==> config.mk <==
export PLATFORM = sky130hd
export DESIGN_NAME = integer_literal_parser
export DESIGN_NICKNAME = d
export VERILOG_FILES = /design/src/hdl/ilp_pkg.sv /design/src/hdl/integer_literal_parser.sv
export SDC_FILE = /design/constraint.sdc
export NUM_CORES = 1
export LEC_CHECK = 0
export BUFFER_PORTS_ARGS = -buffer_cell sky130_fd_sc_hd__buf_2
export CAP_MARGIN = 10
export CELL_PAD_IN_SITES_DETAIL_PLACEMENT = 0
export CELL_PAD_IN_SITES_GLOBAL_PLACEMENT = 1
export CORE_ASPECT_RATIO = 1.4
export CORE_MARGIN = 2
export CORE_UTILIZATION = 35
export DETAILED_ROUTE_END_ITERATION = 8
export PLACE_DENSITY = 0.65
export SLEW_MARGIN = 20
export SYNTH_ARGS = -nofsm -noshare
export SYNTH_HDL_FRONTEND = slang
export SYNTH_SLANG_ARGS = --single-unit
==> constraint.sdc <==
create_clock -name aclk -period 6.15 [get_ports aclk]
set_clock_uncertainty 0.1 [all_clocks]
set_input_delay 0.9225 -clock aclk [delete_from_list [all_inputs] [get_ports aclk]]
set_output_delay 0.9225 -clock aclk [all_outputs]
set_load 0.02 [all_outputs]
==> src/hdl/ilp_pkg.sv <==
// Shared constants, type codes and decode functions for the integer literal parser.
package ilp_pkg;

    // Number base codes
    localparam logic [1:0] BASE_DEC = 2'd0;
    localparam logic [1:0] BASE_HEX = 2'd1;
    localparam logic [1:0] BASE_BIN = 2'd2;

    // Result type codes
    localparam logic [2:0] TYPE_I8  = 3'd0;
    localparam logic [2:0] TYPE_U8  = 3'd1;
    localparam logic [2:0] TYPE_I16 = 3'd2;
    localparam logic [2:0] TYPE_U16 = 3'd3;
    localparam logic [2:0] TYPE_I32 = 3'd4;
    localparam logic [2:0] TYPE_U32 = 3'd5;
    localparam logic [2:0] TYPE_I64 = 3'd6;
    localparam logic [2:0] TYPE_U64 = 3'd7;

    // Digit limits per base
    localparam int unsigned MaxHexDigits = 16;
    localparam int unsigned MaxBinDigits = 64;
    localparam int unsigned MaxDecDigits = 20;
    localparam int unsigned CountWidth   = 7;

    // Character codes
    localparam logic [7:0] CH_PLUS  = "+";
    localparam logic [7:0] CH_MINUS = "-";
    localparam logic [7:0] CH_0     = "0";
    localparam logic [7:0] CH_1     = "1";
    localparam logic [7:0] CH_9     = "9";
    localparam logic [7:0] CH_LA    = "a";
    localparam logic [7:0] CH_LF    = "f";
    localparam logic [7:0] CH_UA    = "A";
    localparam logic [7:0] CH_UF    = "F";
    localparam logic [7:0] CH_UZ    = "Z";
    localparam logic [7:0] CH_LX    = "x";
    localparam logic [7:0] CH_UX    = "X";
    localparam logic [7:0] CH_LB    = "b";
    localparam logic [7:0] CH_UB    = "B";

    // Lowercased suffix strings, last character in the low byte
    localparam logic [23:0] SFX_U   = {16'h0000, 8'("u")};
    localparam logic [23:0] SFX_L   = {16'h0000, 8'("l")};
    localparam logic [23:0] SFX_I8  = {8'h00, 16'("i8")};
    localparam logic [23:0] SFX_U8  = {8'h00, 16'("u8")};
    localparam logic [23:0] SFX_UL  = {8'h00, 16'("ul")};
    localparam logic [23:0] SFX_I16 = "i16";
    localparam logic [23:0] SFX_U16 = "u16";
    localparam logic [23:0] SFX_I32 = "i32";
    localparam logic [23:0] SFX_U32 = "u32";
    localparam logic [23:0] SFX_I64 = "i64";
    localparam logic [23:0] SFX_U64 = "u64";

    // Digit decode: {valid, value}
    function automatic logic [4:0] digit_of(input logic [7:0] c, input logic [1:0] base);
        logic [7:0] v;
        logic       ok;
        v  = 8'd0;
        ok = 1'b0;
        if (base == BASE_BIN) begin
            if (c == CH_0 || c == CH_1) begin
                ok = 1'b1;
                v  = c - CH_0;
            end
        end else if (c >= CH_0 && c <= CH_9) begin
            ok = 1'b1;
            v  = c - CH_0;
        end else if (base == BASE_HEX && c >= CH_LA && c <= CH_LF) begin
            ok = 1'b1;
            v  = c - CH_LA + 8'd10;
        end else if (base == BASE_HEX && c >= CH_UA && c <= CH_UF) begin
            ok = 1'b1;
            v  = c - CH_UA + 8'd10;
        end
        return {ok, v[3:0]};
    endfunction

    // Suffix match: {valid, type code}
    function automatic logic [3:0] suffix_type(input logic [23:0] s, input logic [1:0] len);
        logic [3:0] r;
        r = 4'd0;
        unique case (len)
            2'd1: begin
                priority if (s == SFX_U) r = {1'b1, TYPE_U32};
                else if (s == SFX_L)     r = {1'b1, TYPE_I64};
                else                     r = 4'd0;
            end
            2'd2: begin
                priority if (s == SFX_I8) r = {1'b1, TYPE_I8};
                else if (s == SFX_U8)     r = {1'b1, TYPE_U8};
                else if (s == SFX_UL)     r = {1'b1, TYPE_U64};
                else                      r = 4'd0;
            end
            2'd3: begin
                priority if (s == SFX_I16) r = {1'b1, TYPE_I16};
                else if (s == SFX_U16)     r = {1'b1, TYPE_U16};
                else if (s == SFX_I32)     r = {1'b1, TYPE_I32};
                else if (s == SFX_U32)     r = {1'b1, TYPE_U32};
                else if (s == SFX_I64)     r = {1'b1, TYPE_I64};
                else if (s == SFX_U64)     r = {1'b1, TYPE_U64};
                else                       r = 4'd0;
            end
            default: r = 4'd0;
        endcase
        return r;
    endfunction

endpackage

==> src/hdl/integer_literal_parser.sv <==
// Streaming integer literal parser: characters in, one typed 64-bit value out per literal.
// The parser takes one ASCII character per clock cycle unless stalled, with tlast on the final
// character of each literal; it accepts an optional sign, a 0x/0b prefix, digits and an
// optional type suffix (i8..i64, u8..u64, u, ul, l, any case). The per-character accumulator
// update (a shift-add by the base) is combinational and sets that rate. The result of a
// literal leaves on the master side through the input register, finish register and
// output register; tuser carries the parse status and a failed literal reports type and
// value as zero. Characters keep flowing while a finished result waits on the master side;
// the input stalls only when a final character sits in the input register while the finish
// and output registers are both occupied and m_axis_tready is low.
module integer_literal_parser (
    input  logic        aclk,
    input  logic        aresetn,
    // input characters
    input  logic        s_axis_tvalid,
    output logic        s_axis_tready,
    input  logic [7:0]  s_axis_tdata,   // [7:0] char_code
    input  logic        s_axis_tlast,   // last_char
    // parse results
    output logic        m_axis_tvalid,
    input  logic        m_axis_tready,
    output logic [71:0] m_axis_tdata,   // [2:0] type_code, [66:3] literal_bits, [71:67] zero
    output logic        m_axis_tuser    // parse_ok
);

    typedef enum logic [2:0] {
        PH_START,
        PH_NUM,
        PH_ZERO,
        PH_NEED,
        PH_DIG,
        PH_SUF
    } phase_t;

    localparam int unsigned CW = ilp_pkg::CountWidth;
    localparam logic [CW-1:0] CountMax = {CW{1'b1}};

    // Input register
    logic       in_valid_reg, in_valid_next;
    logic [7:0] in_char_reg,  in_char_next;
    logic       in_last_reg,  in_last_next;
    logic       in_ready, in_proc;

    // Parse state
    phase_t        phase_reg, phase_next;
    logic          neg_reg,   neg_next;
    logic [1:0]    base_reg,  base_next;
    logic [CW-1:0] cnt_reg,   cnt_next;
    logic [63:0]   acc_reg,   acc_next;
    logic          err_reg,   err_next;
    logic [23:0]   suf_reg,   suf_next;
    logic [1:0]    slen_reg,  slen_next;

    // Finish register (snapshot of a completed literal)
    logic        fin_valid_reg, fin_valid_next;
    logic        fin_ok_reg,    fin_ok_next;
    logic        fin_neg_reg,   fin_neg_next;
    logic [63:0] fin_acc_reg,   fin_acc_next;
    logic [23:0] fin_suf_reg,   fin_suf_next;
    logic [1:0]  fin_slen_reg,  fin_slen_next;
    logic        fin_ready;

    // Output register
    logic        out_valid_reg, out_valid_next;
    logic        out_ok_reg,    out_ok_next;
    logic [2:0]  out_type_reg,  out_type_next;
    logic [63:0] out_bits_reg,  out_bits_next;
    logic        out_ready;

    // Per-character update terms
    phase_t        p_phase;
    logic          p_neg;
    logic [1:0]    p_base;
    logic [CW-1:0] p_cnt;
    logic [63:0]   p_acc;
    logic          p_err;
    logic [23:0]   p_suf;
    logic [1:0]    p_slen;
    logic          p_done, p_dig, p_sfx;
    logic [4:0]    dinfo;
    logic [CW-1:0] cnt_inc;
    logic [67:0]   dec_sum;
    logic [7:0]    lower_c;

    // Result terms
    logic [3:0]  sfx_hit;
    logic        r_ok;
    logic [2:0]  r_type;
    logic [63:0] r_val;
    logic [63:0] r_bits;

    // Handshake chain
    assign out_ready     = !out_valid_reg || m_axis_tready;
    assign fin_ready     = !fin_valid_reg || out_ready;
    assign in_proc       = in_valid_reg && (!in_last_reg || fin_ready);
    assign in_ready      = !in_valid_reg || in_proc;
    assign s_axis_tready = in_ready;

    assign dinfo   = ilp_pkg::digit_of(in_char_reg, base_reg);
    assign lower_c = (in_char_reg >= ilp_pkg::CH_UA && in_char_reg <= ilp_pkg::CH_UZ)
                     ? (in_char_reg | 8'h20) : in_char_reg;

    // Character step
    always_comb begin
        p_phase = phase_reg;
        p_neg   = neg_reg;
        p_base  = base_reg;
        p_cnt   = cnt_reg;
        p_acc   = acc_reg;
        p_err   = err_reg;
        p_suf   = suf_reg;
        p_slen  = slen_reg;
        p_done  = 1'b0;
        p_dig   = 1'b0;
        p_sfx   = 1'b0;
        cnt_inc = '0;
        dec_sum = '0;
        if (!err_reg) begin
            if (p_phase == PH_START) begin
                p_phase = PH_NUM;
                if ((in_char_reg == ilp_pkg::CH_PLUS || in_char_reg == ilp_pkg::CH_MINUS)
                    && !in_last_reg) begin
                    p_neg  = (in_char_reg == ilp_pkg::CH_MINUS);
                    p_done = 1'b1;
                end
            end
            // first digit (base is decimal here)
            if (!p_done && p_phase == PH_NUM) begin
                p_done = 1'b1;
                if (dinfo[4]) begin
                    p_dig   = 1'b1;
                    p_phase = (in_char_reg == ilp_pkg::CH_0) ? PH_ZERO : PH_DIG;
                end else begin
                    p_err = 1'b1;
                end
            end
            // prefix check after a leading zero
            if (!p_done && p_phase == PH_ZERO) begin
                if (in_char_reg == ilp_pkg::CH_LX || in_char_reg == ilp_pkg::CH_UX ||
                    in_char_reg == ilp_pkg::CH_LB || in_char_reg == ilp_pkg::CH_UB) begin
                    p_base  = (in_char_reg == ilp_pkg::CH_LX || in_char_reg == ilp_pkg::CH_UX)
                              ? ilp_pkg::BASE_HEX : ilp_pkg::BASE_BIN;
                    p_cnt   = '0;
                    p_acc   = '0;
                    p_phase = PH_NEED;
                    p_done  = 1'b1;
                end else begin
                    p_phase = PH_DIG;
                end
            end
            if (!p_done && p_phase == PH_NEED) begin
                p_done = 1'b1;
                if (dinfo[4]) begin
                    p_dig   = 1'b1;
                    p_phase = PH_DIG;
                end else begin
                    p_err = 1'b1;
                end
            end
            if (!p_done && p_phase == PH_DIG) begin
                if (dinfo[4]) begin
                    p_dig  = 1'b1;
                    p_done = 1'b1;
                end else begin
                    p_phase = PH_SUF;
                end
            end
            if (!p_done) begin
                if (p_phase == PH_SUF) p_sfx = 1'b1;
                else                   p_err = 1'b1;
            end
        end

        // accumulate a digit
        if (p_dig) begin
            cnt_inc = (p_cnt != CountMax) ? p_cnt + 1'b1 : p_cnt;
            p_cnt   = cnt_inc;
            dec_sum = ({4'd0, p_acc} << 3) + ({4'd0, p_acc} << 1) + {64'd0, dinfo[3:0]};
            unique case (p_base)
                ilp_pkg::BASE_HEX: begin
                    if (cnt_inc > CW'(ilp_pkg::MaxHexDigits)) p_err = 1'b1;
                    else p_acc = {p_acc[59:0], dinfo[3:0]};
                end
                ilp_pkg::BASE_BIN: begin
                    if (cnt_inc > CW'(ilp_pkg::MaxBinDigits)) p_err = 1'b1;
                    else p_acc = {p_acc[62:0], dinfo[0]};
                end
                default: begin
                    if (cnt_inc > CW'(ilp_pkg::MaxDecDigits) || (|dec_sum[67:64])) p_err = 1'b1;
                    else p_acc = dec_sum[63:0];
                end
            endcase
        end

        // collect a suffix character
        if (p_sfx) begin
            if (p_slen == 2'd3) begin
                p_err = 1'b1;
            end else begin
                p_suf  = {p_suf[15:0], lower_c};
                p_slen = p_slen + 2'd1;
            end
        end
    end

    // Type and value of a finished literal
    always_comb begin
        sfx_hit = ilp_pkg::suffix_type(fin_suf_reg, fin_slen_reg);
        r_ok    = fin_ok_reg;
        if (fin_slen_reg == 2'd0) begin
            priority if (fin_acc_reg[63:31] == '0) r_type = ilp_pkg::TYPE_I32;
            else if (!fin_acc_reg[63])             r_type = ilp_pkg::TYPE_I64;
            else                                   r_type = ilp_pkg::TYPE_U64;
        end else begin
            r_type = sfx_hit[2:0];
            r_ok   = fin_ok_reg && sfx_hit[3];
        end
        r_val = fin_neg_reg ? (64'd0 - fin_acc_reg) : fin_acc_reg;
        unique case (r_type[2:1])
            2'd0:    r_bits = {56'd0, r_val[7:0]};
            2'd1:    r_bits = {48'd0, r_val[15:0]};
            2'd2:    r_bits = {32'd0, r_val[31:0]};
            default: r_bits = r_val;
        endcase
        if (!r_ok) begin
            r_type = ilp_pkg::TYPE_I8;
            r_bits = '0;
        end
    end

    // Next-state selection for all stages
    always_comb begin
        in_valid_next  = in_valid_reg;
        in_char_next   = in_char_reg;
        in_last_next   = in_last_reg;
        phase_next     = phase_reg;
        neg_next       = neg_reg;
        base_next      = base_reg;
        cnt_next       = cnt_reg;
        acc_next       = acc_reg;
        err_next       = err_reg;
        suf_next       = suf_reg;
        slen_next      = slen_reg;
        fin_valid_next = fin_valid_reg;
        fin_ok_next    = fin_ok_reg;
        fin_neg_next   = fin_neg_reg;
        fin_acc_next   = fin_acc_reg;
        fin_suf_next   = fin_suf_reg;
        fin_slen_next  = fin_slen_reg;
        out_valid_next = out_valid_reg;
        out_ok_next    = out_ok_reg;
        out_type_next  = out_type_reg;
        out_bits_next  = out_bits_reg;

        // input stage
        if (in_ready) begin
            in_valid_next = s_axis_tvalid;
            if (s_axis_tvalid) begin
                in_char_next = s_axis_tdata;
                in_last_next = s_axis_tlast;
            end
        end

        // output stage
        if (out_ready) begin
            out_valid_next = fin_valid_reg;
            if (fin_valid_reg) begin
                out_ok_next   = r_ok;
                out_type_next = r_type;
                out_bits_next = r_bits;
            end
            fin_valid_next = 1'b0;
        end

        // parse stage
        if (in_proc) begin
            if (in_last_reg) begin
                fin_valid_next = 1'b1;
                fin_ok_next    = !p_err &&
                                 (p_phase == PH_ZERO || p_phase == PH_DIG || p_phase == PH_SUF);
                fin_neg_next   = p_neg;
                fin_acc_next   = p_acc;
                fin_suf_next   = p_suf;
                fin_slen_next  = p_slen;
                phase_next     = PH_START;
                neg_next       = 1'b0;
                base_next      = ilp_pkg::BASE_DEC;
                cnt_next       = '0;
                acc_next       = '0;
                err_next       = 1'b0;
                suf_next       = '0;
                slen_next      = 2'd0;
            end else begin
                phase_next = p_phase;
                neg_next   = p_neg;
                base_next  = p_base;
                cnt_next   = p_cnt;
                acc_next   = p_acc;
                err_next   = p_err;
                suf_next   = p_suf;
                slen_next  = p_slen;
            end
        end
    end

    // Registers
    always_ff @(posedge aclk) begin
        if (!aresetn) begin
            in_valid_reg  <= 1'b0;
            fin_valid_reg <= 1'b0;
            out_valid_reg <= 1'b0;
            phase_reg     <= PH_START;
            neg_reg       <= 1'b0;
            base_reg      <= ilp_pkg::BASE_DEC;
            cnt_reg       <= '0;
            acc_reg       <= '0;
            err_reg       <= 1'b0;
            suf_reg       <= '0;
            slen_reg      <= 2'd0;
        end else begin
            in_valid_reg  <= in_valid_next;
            fin_valid_reg <= fin_valid_next;
            out_valid_reg <= out_valid_next;
            phase_reg     <= phase_next;
            neg_reg       <= neg_next;
            base_reg      <= base_next;
            cnt_reg       <= cnt_next;
            acc_reg       <= acc_next;
            err_reg       <= err_next;
            suf_reg       <= suf_next;
            slen_reg      <= slen_next;
        end
        in_char_reg  <= in_char_next;
        in_last_reg  <= in_last_next;
        fin_ok_reg   <= fin_ok_next;
        fin_neg_reg  <= fin_neg_next;
        fin_acc_reg  <= fin_acc_next;
        fin_suf_reg  <= fin_suf_next;
        fin_slen_reg <= fin_slen_next;
        out_ok_reg   <= out_ok_next;
        out_type_reg <= out_type_next;
        out_bits_reg <= out_bits_next;
    end

    // Outputs
    assign m_axis_tvalid = out_valid_reg;
    assign m_axis_tuser  = out_ok_reg;
    assign m_axis_tdata  = {5'd0, out_bits_reg, out_type_reg};

`ifndef SYNTHESIS
    // A failed literal reports zero type and value
    assert property (@(posedge aclk) disable iff (!aresetn)
        (m_axis_tvalid && !m_axis_tuser) |-> (m_axis_tdata == '0))
        else $error("failed parse with nonzero payload");

    // A finished literal is held while the output stage is blocked
    assert property (@(posedge aclk) disable iff (!aresetn)
        (fin_valid_reg && !out_ready) |=> (fin_valid_reg && $stable(fin_acc_reg)))
        else $error("finish register lost while stalled");

    // Start of a literal always carries cleared parse state
    assert property (@(posedge aclk) disable iff (!aresetn)
        (phase_reg == PH_START) |-> (acc_reg == '0 && cnt_reg == '0 && !err_reg &&
                                     slen_reg == 2'd0 && !neg_reg))
        else $error("stale state at start of literal");

    // Input side only stalls behind a held character
    assert property (@(posedge aclk) disable iff (!aresetn)
        !s_axis_tready |-> (in_valid_reg && in_last_reg && fin_valid_reg))
        else $error("input stalled without a pending last character");
`endif

endmodule
* Yosys cells after proc, flatten, opt, wreduce, memory -nomap -nowiden *
Index checks and enable logic that the tools add are counted.

storage, ports and cells
  flip-flop bits (word level) = 276
  input bits = 13
  output and inout bits = 75
  word-level logic and storage cells = 240

operators by class
  add/sub/neg operators = 10
  order comparisons = 10
  equal/unequal tests = 38
  mux-type cells = 118
  reduce and logical (&&, ||, !) cells = 43

operators with widths
  kind                   number
  $mux 64                9
  $pmux 64 s3            1
  $eq 24x23->1 const B   6
  $pmux 64 s2            1
  $eq 24x15->1 const B   3
  $mux 24                3
  $add 67x65->68         1
  $add 68x4->68          1
  $mux 4                 16
  $sub 1x64->64 const A  1
  $mux 3                 18
  $mux 1                 52
  $eq 24x7->1 const B    2
  $mux 7                 6
  $logic_not 33->1       1
  $eq 8x6->1 const B     4
  $eq 8x7->1 const B     4
  $le 8x7->1 const B     3
  $mux 2                 9
  $ge 8x7->1 const B     2
  $gt 7x5->1 const B     2
  $logic_and 1x1->1      14
  $eq 2x2->1 const B     6
  $eq 3x3->1 const B     4
  other kinds (20)       50

* Longest topological paths before layout *
  depth in word-level cells = 33
  mapped depth = 25
  mapped depth without buffers = 22

* Worst setup path before layout *
Ideal clock, no wire load.

  kind = register to register
  start = reg in_char_reg[0]
  end = reg fin_acc_reg[7], data pin
  arrival = 5.414 ns
  required time = 5.795 ns
  slack = 0.381 ns
  stages on the path, launching flop included = 23
  path buffers = 4
  period minus slack after synthesis = 5.769 ns
  cell sequence = edfxtp_1 inv_1 ha_1 or3b_2 o22a_1 or2_2 buf_2 buf_2 nand2_1 fa_1 fa_1 nand2b_1 a21oi_1 o21ai_0 a2111oi_2 nor3_1 o221ai_1 o211ai_2 buf_4 buf_2 nor3_1 o21ai_0 and2_1

on the way
  cells in the longest elaborated chain, start to end = 23

RTL lines
  element                                              RTL line                       RTL
  start, declared                                      integer_literal_parser.sv:40   logic [7:0] in_char_reg, in_char_next;
  start signal, assigned                               integer_literal_parser.sv:333  in_char_reg <= in_char_next;
  branches (longest 22 deep; another with $ge 8x7->1)  --
  $mux 64 (*)                                          integer_literal_parser.sv:175  if (p_dig) begin
  net p_acc[7]                                         integer_literal_parser.sv:75   logic [63:0] p_acc;
  end signal, assigned                                 integer_literal_parser.sv:337  fin_acc_reg <= fin_acc_next;
  end, declared                                        integer_literal_parser.sv:58   logic [63:0] fin_acc_reg, fin_acc_next;

Mark *: on every way through the listed nets, which the timed path passes. The select of a mux whose other input is x is not followed.
A chain may end at the register's enable or synchronous reset.

* Worst setup path after layout *
  start = reg in_char_reg[0]
  end = reg acc_reg[28]

on the way
  cells in the longest elaborated chain, start to end = 24

RTL lines
  element                                              RTL line                       RTL
  branches (longest 22 deep; another with $ge 8x7->1)  --
  $mux 64 (*)                                          integer_literal_parser.sv:175
  net p_acc[28]                                        integer_literal_parser.sv:75
  $mux 64 (*)                                          integer_literal_parser.sv:277  if (in_last_reg) begin
  end signal, assigned                                 integer_literal_parser.sv:328  acc_reg <= acc_next;
  end, declared                                        integer_literal_parser.sv:49   logic [63:0] acc_reg, acc_next;

Marked as above.

==> flow_summary.json <==
{
  "status": "complete, no violations",
  "hold_path_class": "reg -> reg",
  "drt_iter0_drc": 1671,
  "htreeDepth": 1,
  "p_leak_nw": 10.3,
  "numCtsBuffers": 27,
  "fin_setup_tns_ns": 0,
  "p_int_mw": 3.07,
  "ir_worst_vdd_v": 0.000196,
  "synth-seq-area-share_pct": 34.6,
  "synth_cell_types": 93,
  "hold_violations": 0,
  "max-cap-violations": 0,
  "total_power_mw": 4.05,
  "cts_buffer_depth": 3,
  "crit_chain": "inv_1, ha_1, or3b_2, o22a_1, or2_4, buf_12, nand2_1, inv_1, ha_1, ha_1, nand4_1, or2_2, nor4_4, buf_4, o2111ai_1, a31oi_1, buf_4, o22a_2, o211a_1, buf_12, nor2_4, buf_4, a211oi_1, a22o_1",
  "max_stage_delay_ns": 0.47,
  "p_sw_uw": 981,
  "avgRoutedWirePerCell_um": 21.5,
  "synthCells": 2442,
  "drc": 0,
  "dp_hpwl_um": 54600,
  "initial_utilization_pct": 35.5,
  "synthArstFlopShare_pct": 0,
  "io-pin-count": 88,
  "antenna_found_initial": 0,
  "grt_overflow": 0,
  "yosysWarnings": 0,
  "crit_slowest_cell": "a211oi_1",
  "post_dp_cell_area_mm2": 0.0233,
  "core-area_mm2": 0.0589,
  "syn_avg_cell_area_um2": 8.55,
  "finalMaxSlewViolations": 0,
  "min_period_ns": 5.98,
  "postCtsHoldBufs": 0,
  "firstDrtPassIters": 5,
  "io_buffers": 82,
  "clk_latency_ns": 0.56,
  "die_x_um": 210,
  "syn_area_mm2": 0.0209,
  "dieArea_mm2": 0.0616,
  "syn_to_final_growth_pct": 16.6,
  "crit_fanout": 23,
  "clock-sinks": 276,
  "relSlewSlack_pct": 29.2,
  "fp.dieH_um": 293,
  "seq_power_share_pct": 49.9,
  "via_count": 19665,
  "dp.cells": 3329,
  "grt_first_pass_wirelength_um": 111000,
  "ys_seq_elements": 276,
  "gp_congestion": 0.890,
  "ant_nets": 0,
  "clockPowerShare_pct": 43.6,
  "rows": 105,
  "grt_max_degree": 69,
  "swShare_pct": 24.2,
  "grt_pass1_vias": 18882,
  "stdcell_area_mm2": 0.0243,
  "final_cells": 3384,
  "fin_crit_sh_pct": 97.2,
  "grt_setup_unrepaired": "no",
  "p_comb_share_pct": 6.5,
  "fmax_ghz": 0.167,
  "cellPowerDensity_mw_per_mm2": 166,
  "synth_edf_count": 169,
  "final_nets": 2766,
  "root_buffer": "clkbuf_16",
  "worst_pin_slew_ns": 1.06,
  "drt_wl_total_um": 72900,
  "critPathRequiredTime_ns": 6.56,
  "vias_per_cell": 5.81,
  "arrival_ns": 6.38,
  "crit_buf_inv": 7,
  "critPathTopFamily": "simple AND/OR/NAND/NOR gates",
  "endpoint_kind": "flop",
  "cp-start-kind": "flop",
  "grt_use_total_pct": 22.8,
  "crit_type": "reg -> reg",
  "clkTransAtPathRegs_ns": 0.07,
  "synth_ff_type": "edfxtp_1",
  "cts_tree": "done",
  "setup_viol_count_final": 0,
  "diodes": 0,
  "drive_gt1_share_pct": 16.6
}
==> worst register-to-register path: stages, from the launching register on <==
cell and delay (ns):
edfxtp_1 0.39, inv_1 0.11, ha_1 0.14, or3b_2 0.46, o22a_1 0.20, or2_4 0.31
buf_12 0.18, nand2_1 0.14, inv_1 0.16, ha_1 0.33, ha_1 0.30, nand4_1 0.14
or2_2 0.38, nor4_4 0.33, buf_4 0.17, o2111ai_1 0.11, a31oi_1 0.24, buf_4 0.20
o22a_2 0.22, o211a_1 0.19, buf_12 0.14, nor2_4 0.07, buf_4 0.21, a211oi_1 0.47
a22o_1 0.23
==> logic make-up after synthesis <==
kind of cell / Yosys count / synth area share, %
and+or+nand+nor: 802 / 18.3
xor gates and xnor gates: 117 / 4.91
adders and majority gates: 138 / 8.34
muxes: 53 / 2.69
AOI/OAI and AO/OA: 793 / 26.0
buffers and inverters: 262 / 5.16
other: 1 / 0.0180
DFF: 276 / 34.6
==> metal layers <==
metal	wire, um	vias to the layer above	share of wire [%]	global-route usage (%)
li1	-	9468	-	-
met1	31500	9404	43	29.4
met2	35000	633	48	39.4
met3	3360	160	4.6	2.13
met4	3040	0	4.2	8.95
met5	0	-	0	0
==> Yosys cell counts, drive strengths merged, types with 10 or more instances <==
| master | number | area share (%) |
|---|---|---|
| nor2b | 44 | 1.3 |
| o21a | 17 | 0.61 |
| o21ai | 205 | 5.0 |
| dfxtp | 107 | 10 |
| nand2b | 14 | 0.42 |
| or4 | 13 | 0.47 |
| and2 | 31 | 0.93 |
| ha | 136 | 8.2 |
| a21o | 22 | 0.79 |
| xor2 | 76 | 3.2 |
| buf | 63 | 1.6 |
| a21boi | 10 | 0.38 |
| and3 | 11 | 0.33 |
| nand4 | 28 | 0.84 |
| a221oi | 36 | 1.5 |
| o22ai | 18 | 0.54 |
| a221o | 10 | 0.48 |
| a22o | 52 | 2.2 |
| a211oi | 32 | 1.2 |
| mux2 | 25 | 1.3 |
| a22oi | 36 | 1.3 |
| mux2i | 28 | 1.3 |
| o41ai | 10 | 0.51 |
| clkbuf | 99 | 1.8 |
| o211a | 10 | 0.48 |
| a32o | 13 | 0.62 |
| o31ai | 33 | 1.3 |
| nand3 | 64 | 1.5 |
| o221ai | 10 | 0.42 |
| nor3 | 55 | 1.3 |
| nand2 | 261 | 4.7 |
| nor4 | 16 | 0.48 |
| inv | 99 | 1.8 |
| a21oi | 163 | 4.0 |
| a311oi | 10 | 0.45 |
| a31oi | 18 | 0.54 |
| or3 | 20 | 0.60 |
| xnor2 | 41 | 1.7 |
| o21bai | 16 | 0.58 |
| o211ai | 23 | 0.85 |
| nor2 | 200 | 3.6 |
| edfxtp | 169 | 24 |
==> power groups by stage <==
stage / Combinational, mW / Sequential [mW] / Clock [mW]
after floorplan: 0.165 / 2.06 / 0
after global routing: 0.286 / 2.02 / 1.86
after global placement: 0.259 / 2.06 / 0
after CTS: 0.261 / 2.02 / 1.79
final: 0.264 / 2.02 / 1.76
after detailed placement: 0.260 / 2.06 / 0
==> final cells by class <==
class	count	area, um2
Tap cell	749	937
Fill cell	5842	34500
Clock buffer	33	698
Multi-Input combinational cell	1908	12700
Sequential cell	276	7220
Clock inverter	16	210
Timing Repair Buffer	302	2150
Inverter	100	377
==> repair_timing <==
action	CTS	global route
resized for setup	3	25
endpoints found under the setup margin	20	126
pin swaps	0	5
setup buffers	0	6
==> metrics by stage <==
stage               setup slack (ns)  utilization [%]  hold slack, ns
floorplan                      0.381                -           0.325
global placement             -0.0471             39.5           0.341
detailed placement           -0.0360             39.5           0.348
CTS                           0.0346             41.1           0.364
global route                  0.0188             41.3           0.387
finish                         0.175             41.3           0.367
==> worst paths after layout <==
kind | endpoint | depth (start not counted) | start | slack, ns
max | acc_reg[28] | 24 | in_char_reg[0] | 0.17
max reg2reg | acc_reg[28] | 24 | in_char_reg[0] | 0.17
min | acc_reg[29] | 2 | acc_reg[29] | 0.37
min reg2reg | acc_reg[29] | 2 | acc_reg[29] | 0.37
==> cells in the final DEF, fill, tap and decap left out, types with 55 or more instances in the layout <==
master      n
ha_1      132
o21ai_0   190
edfxtp_1  169
nand3_1    63
buf_2      82
dfxtp_1   107
a21oi_1   155
nand2_1   259
nor3_1     55
xor2_1     76
inv_1      98
nor2_1    198
buf_4     211
No activity file was read; power rests on OpenSTA's default activity.
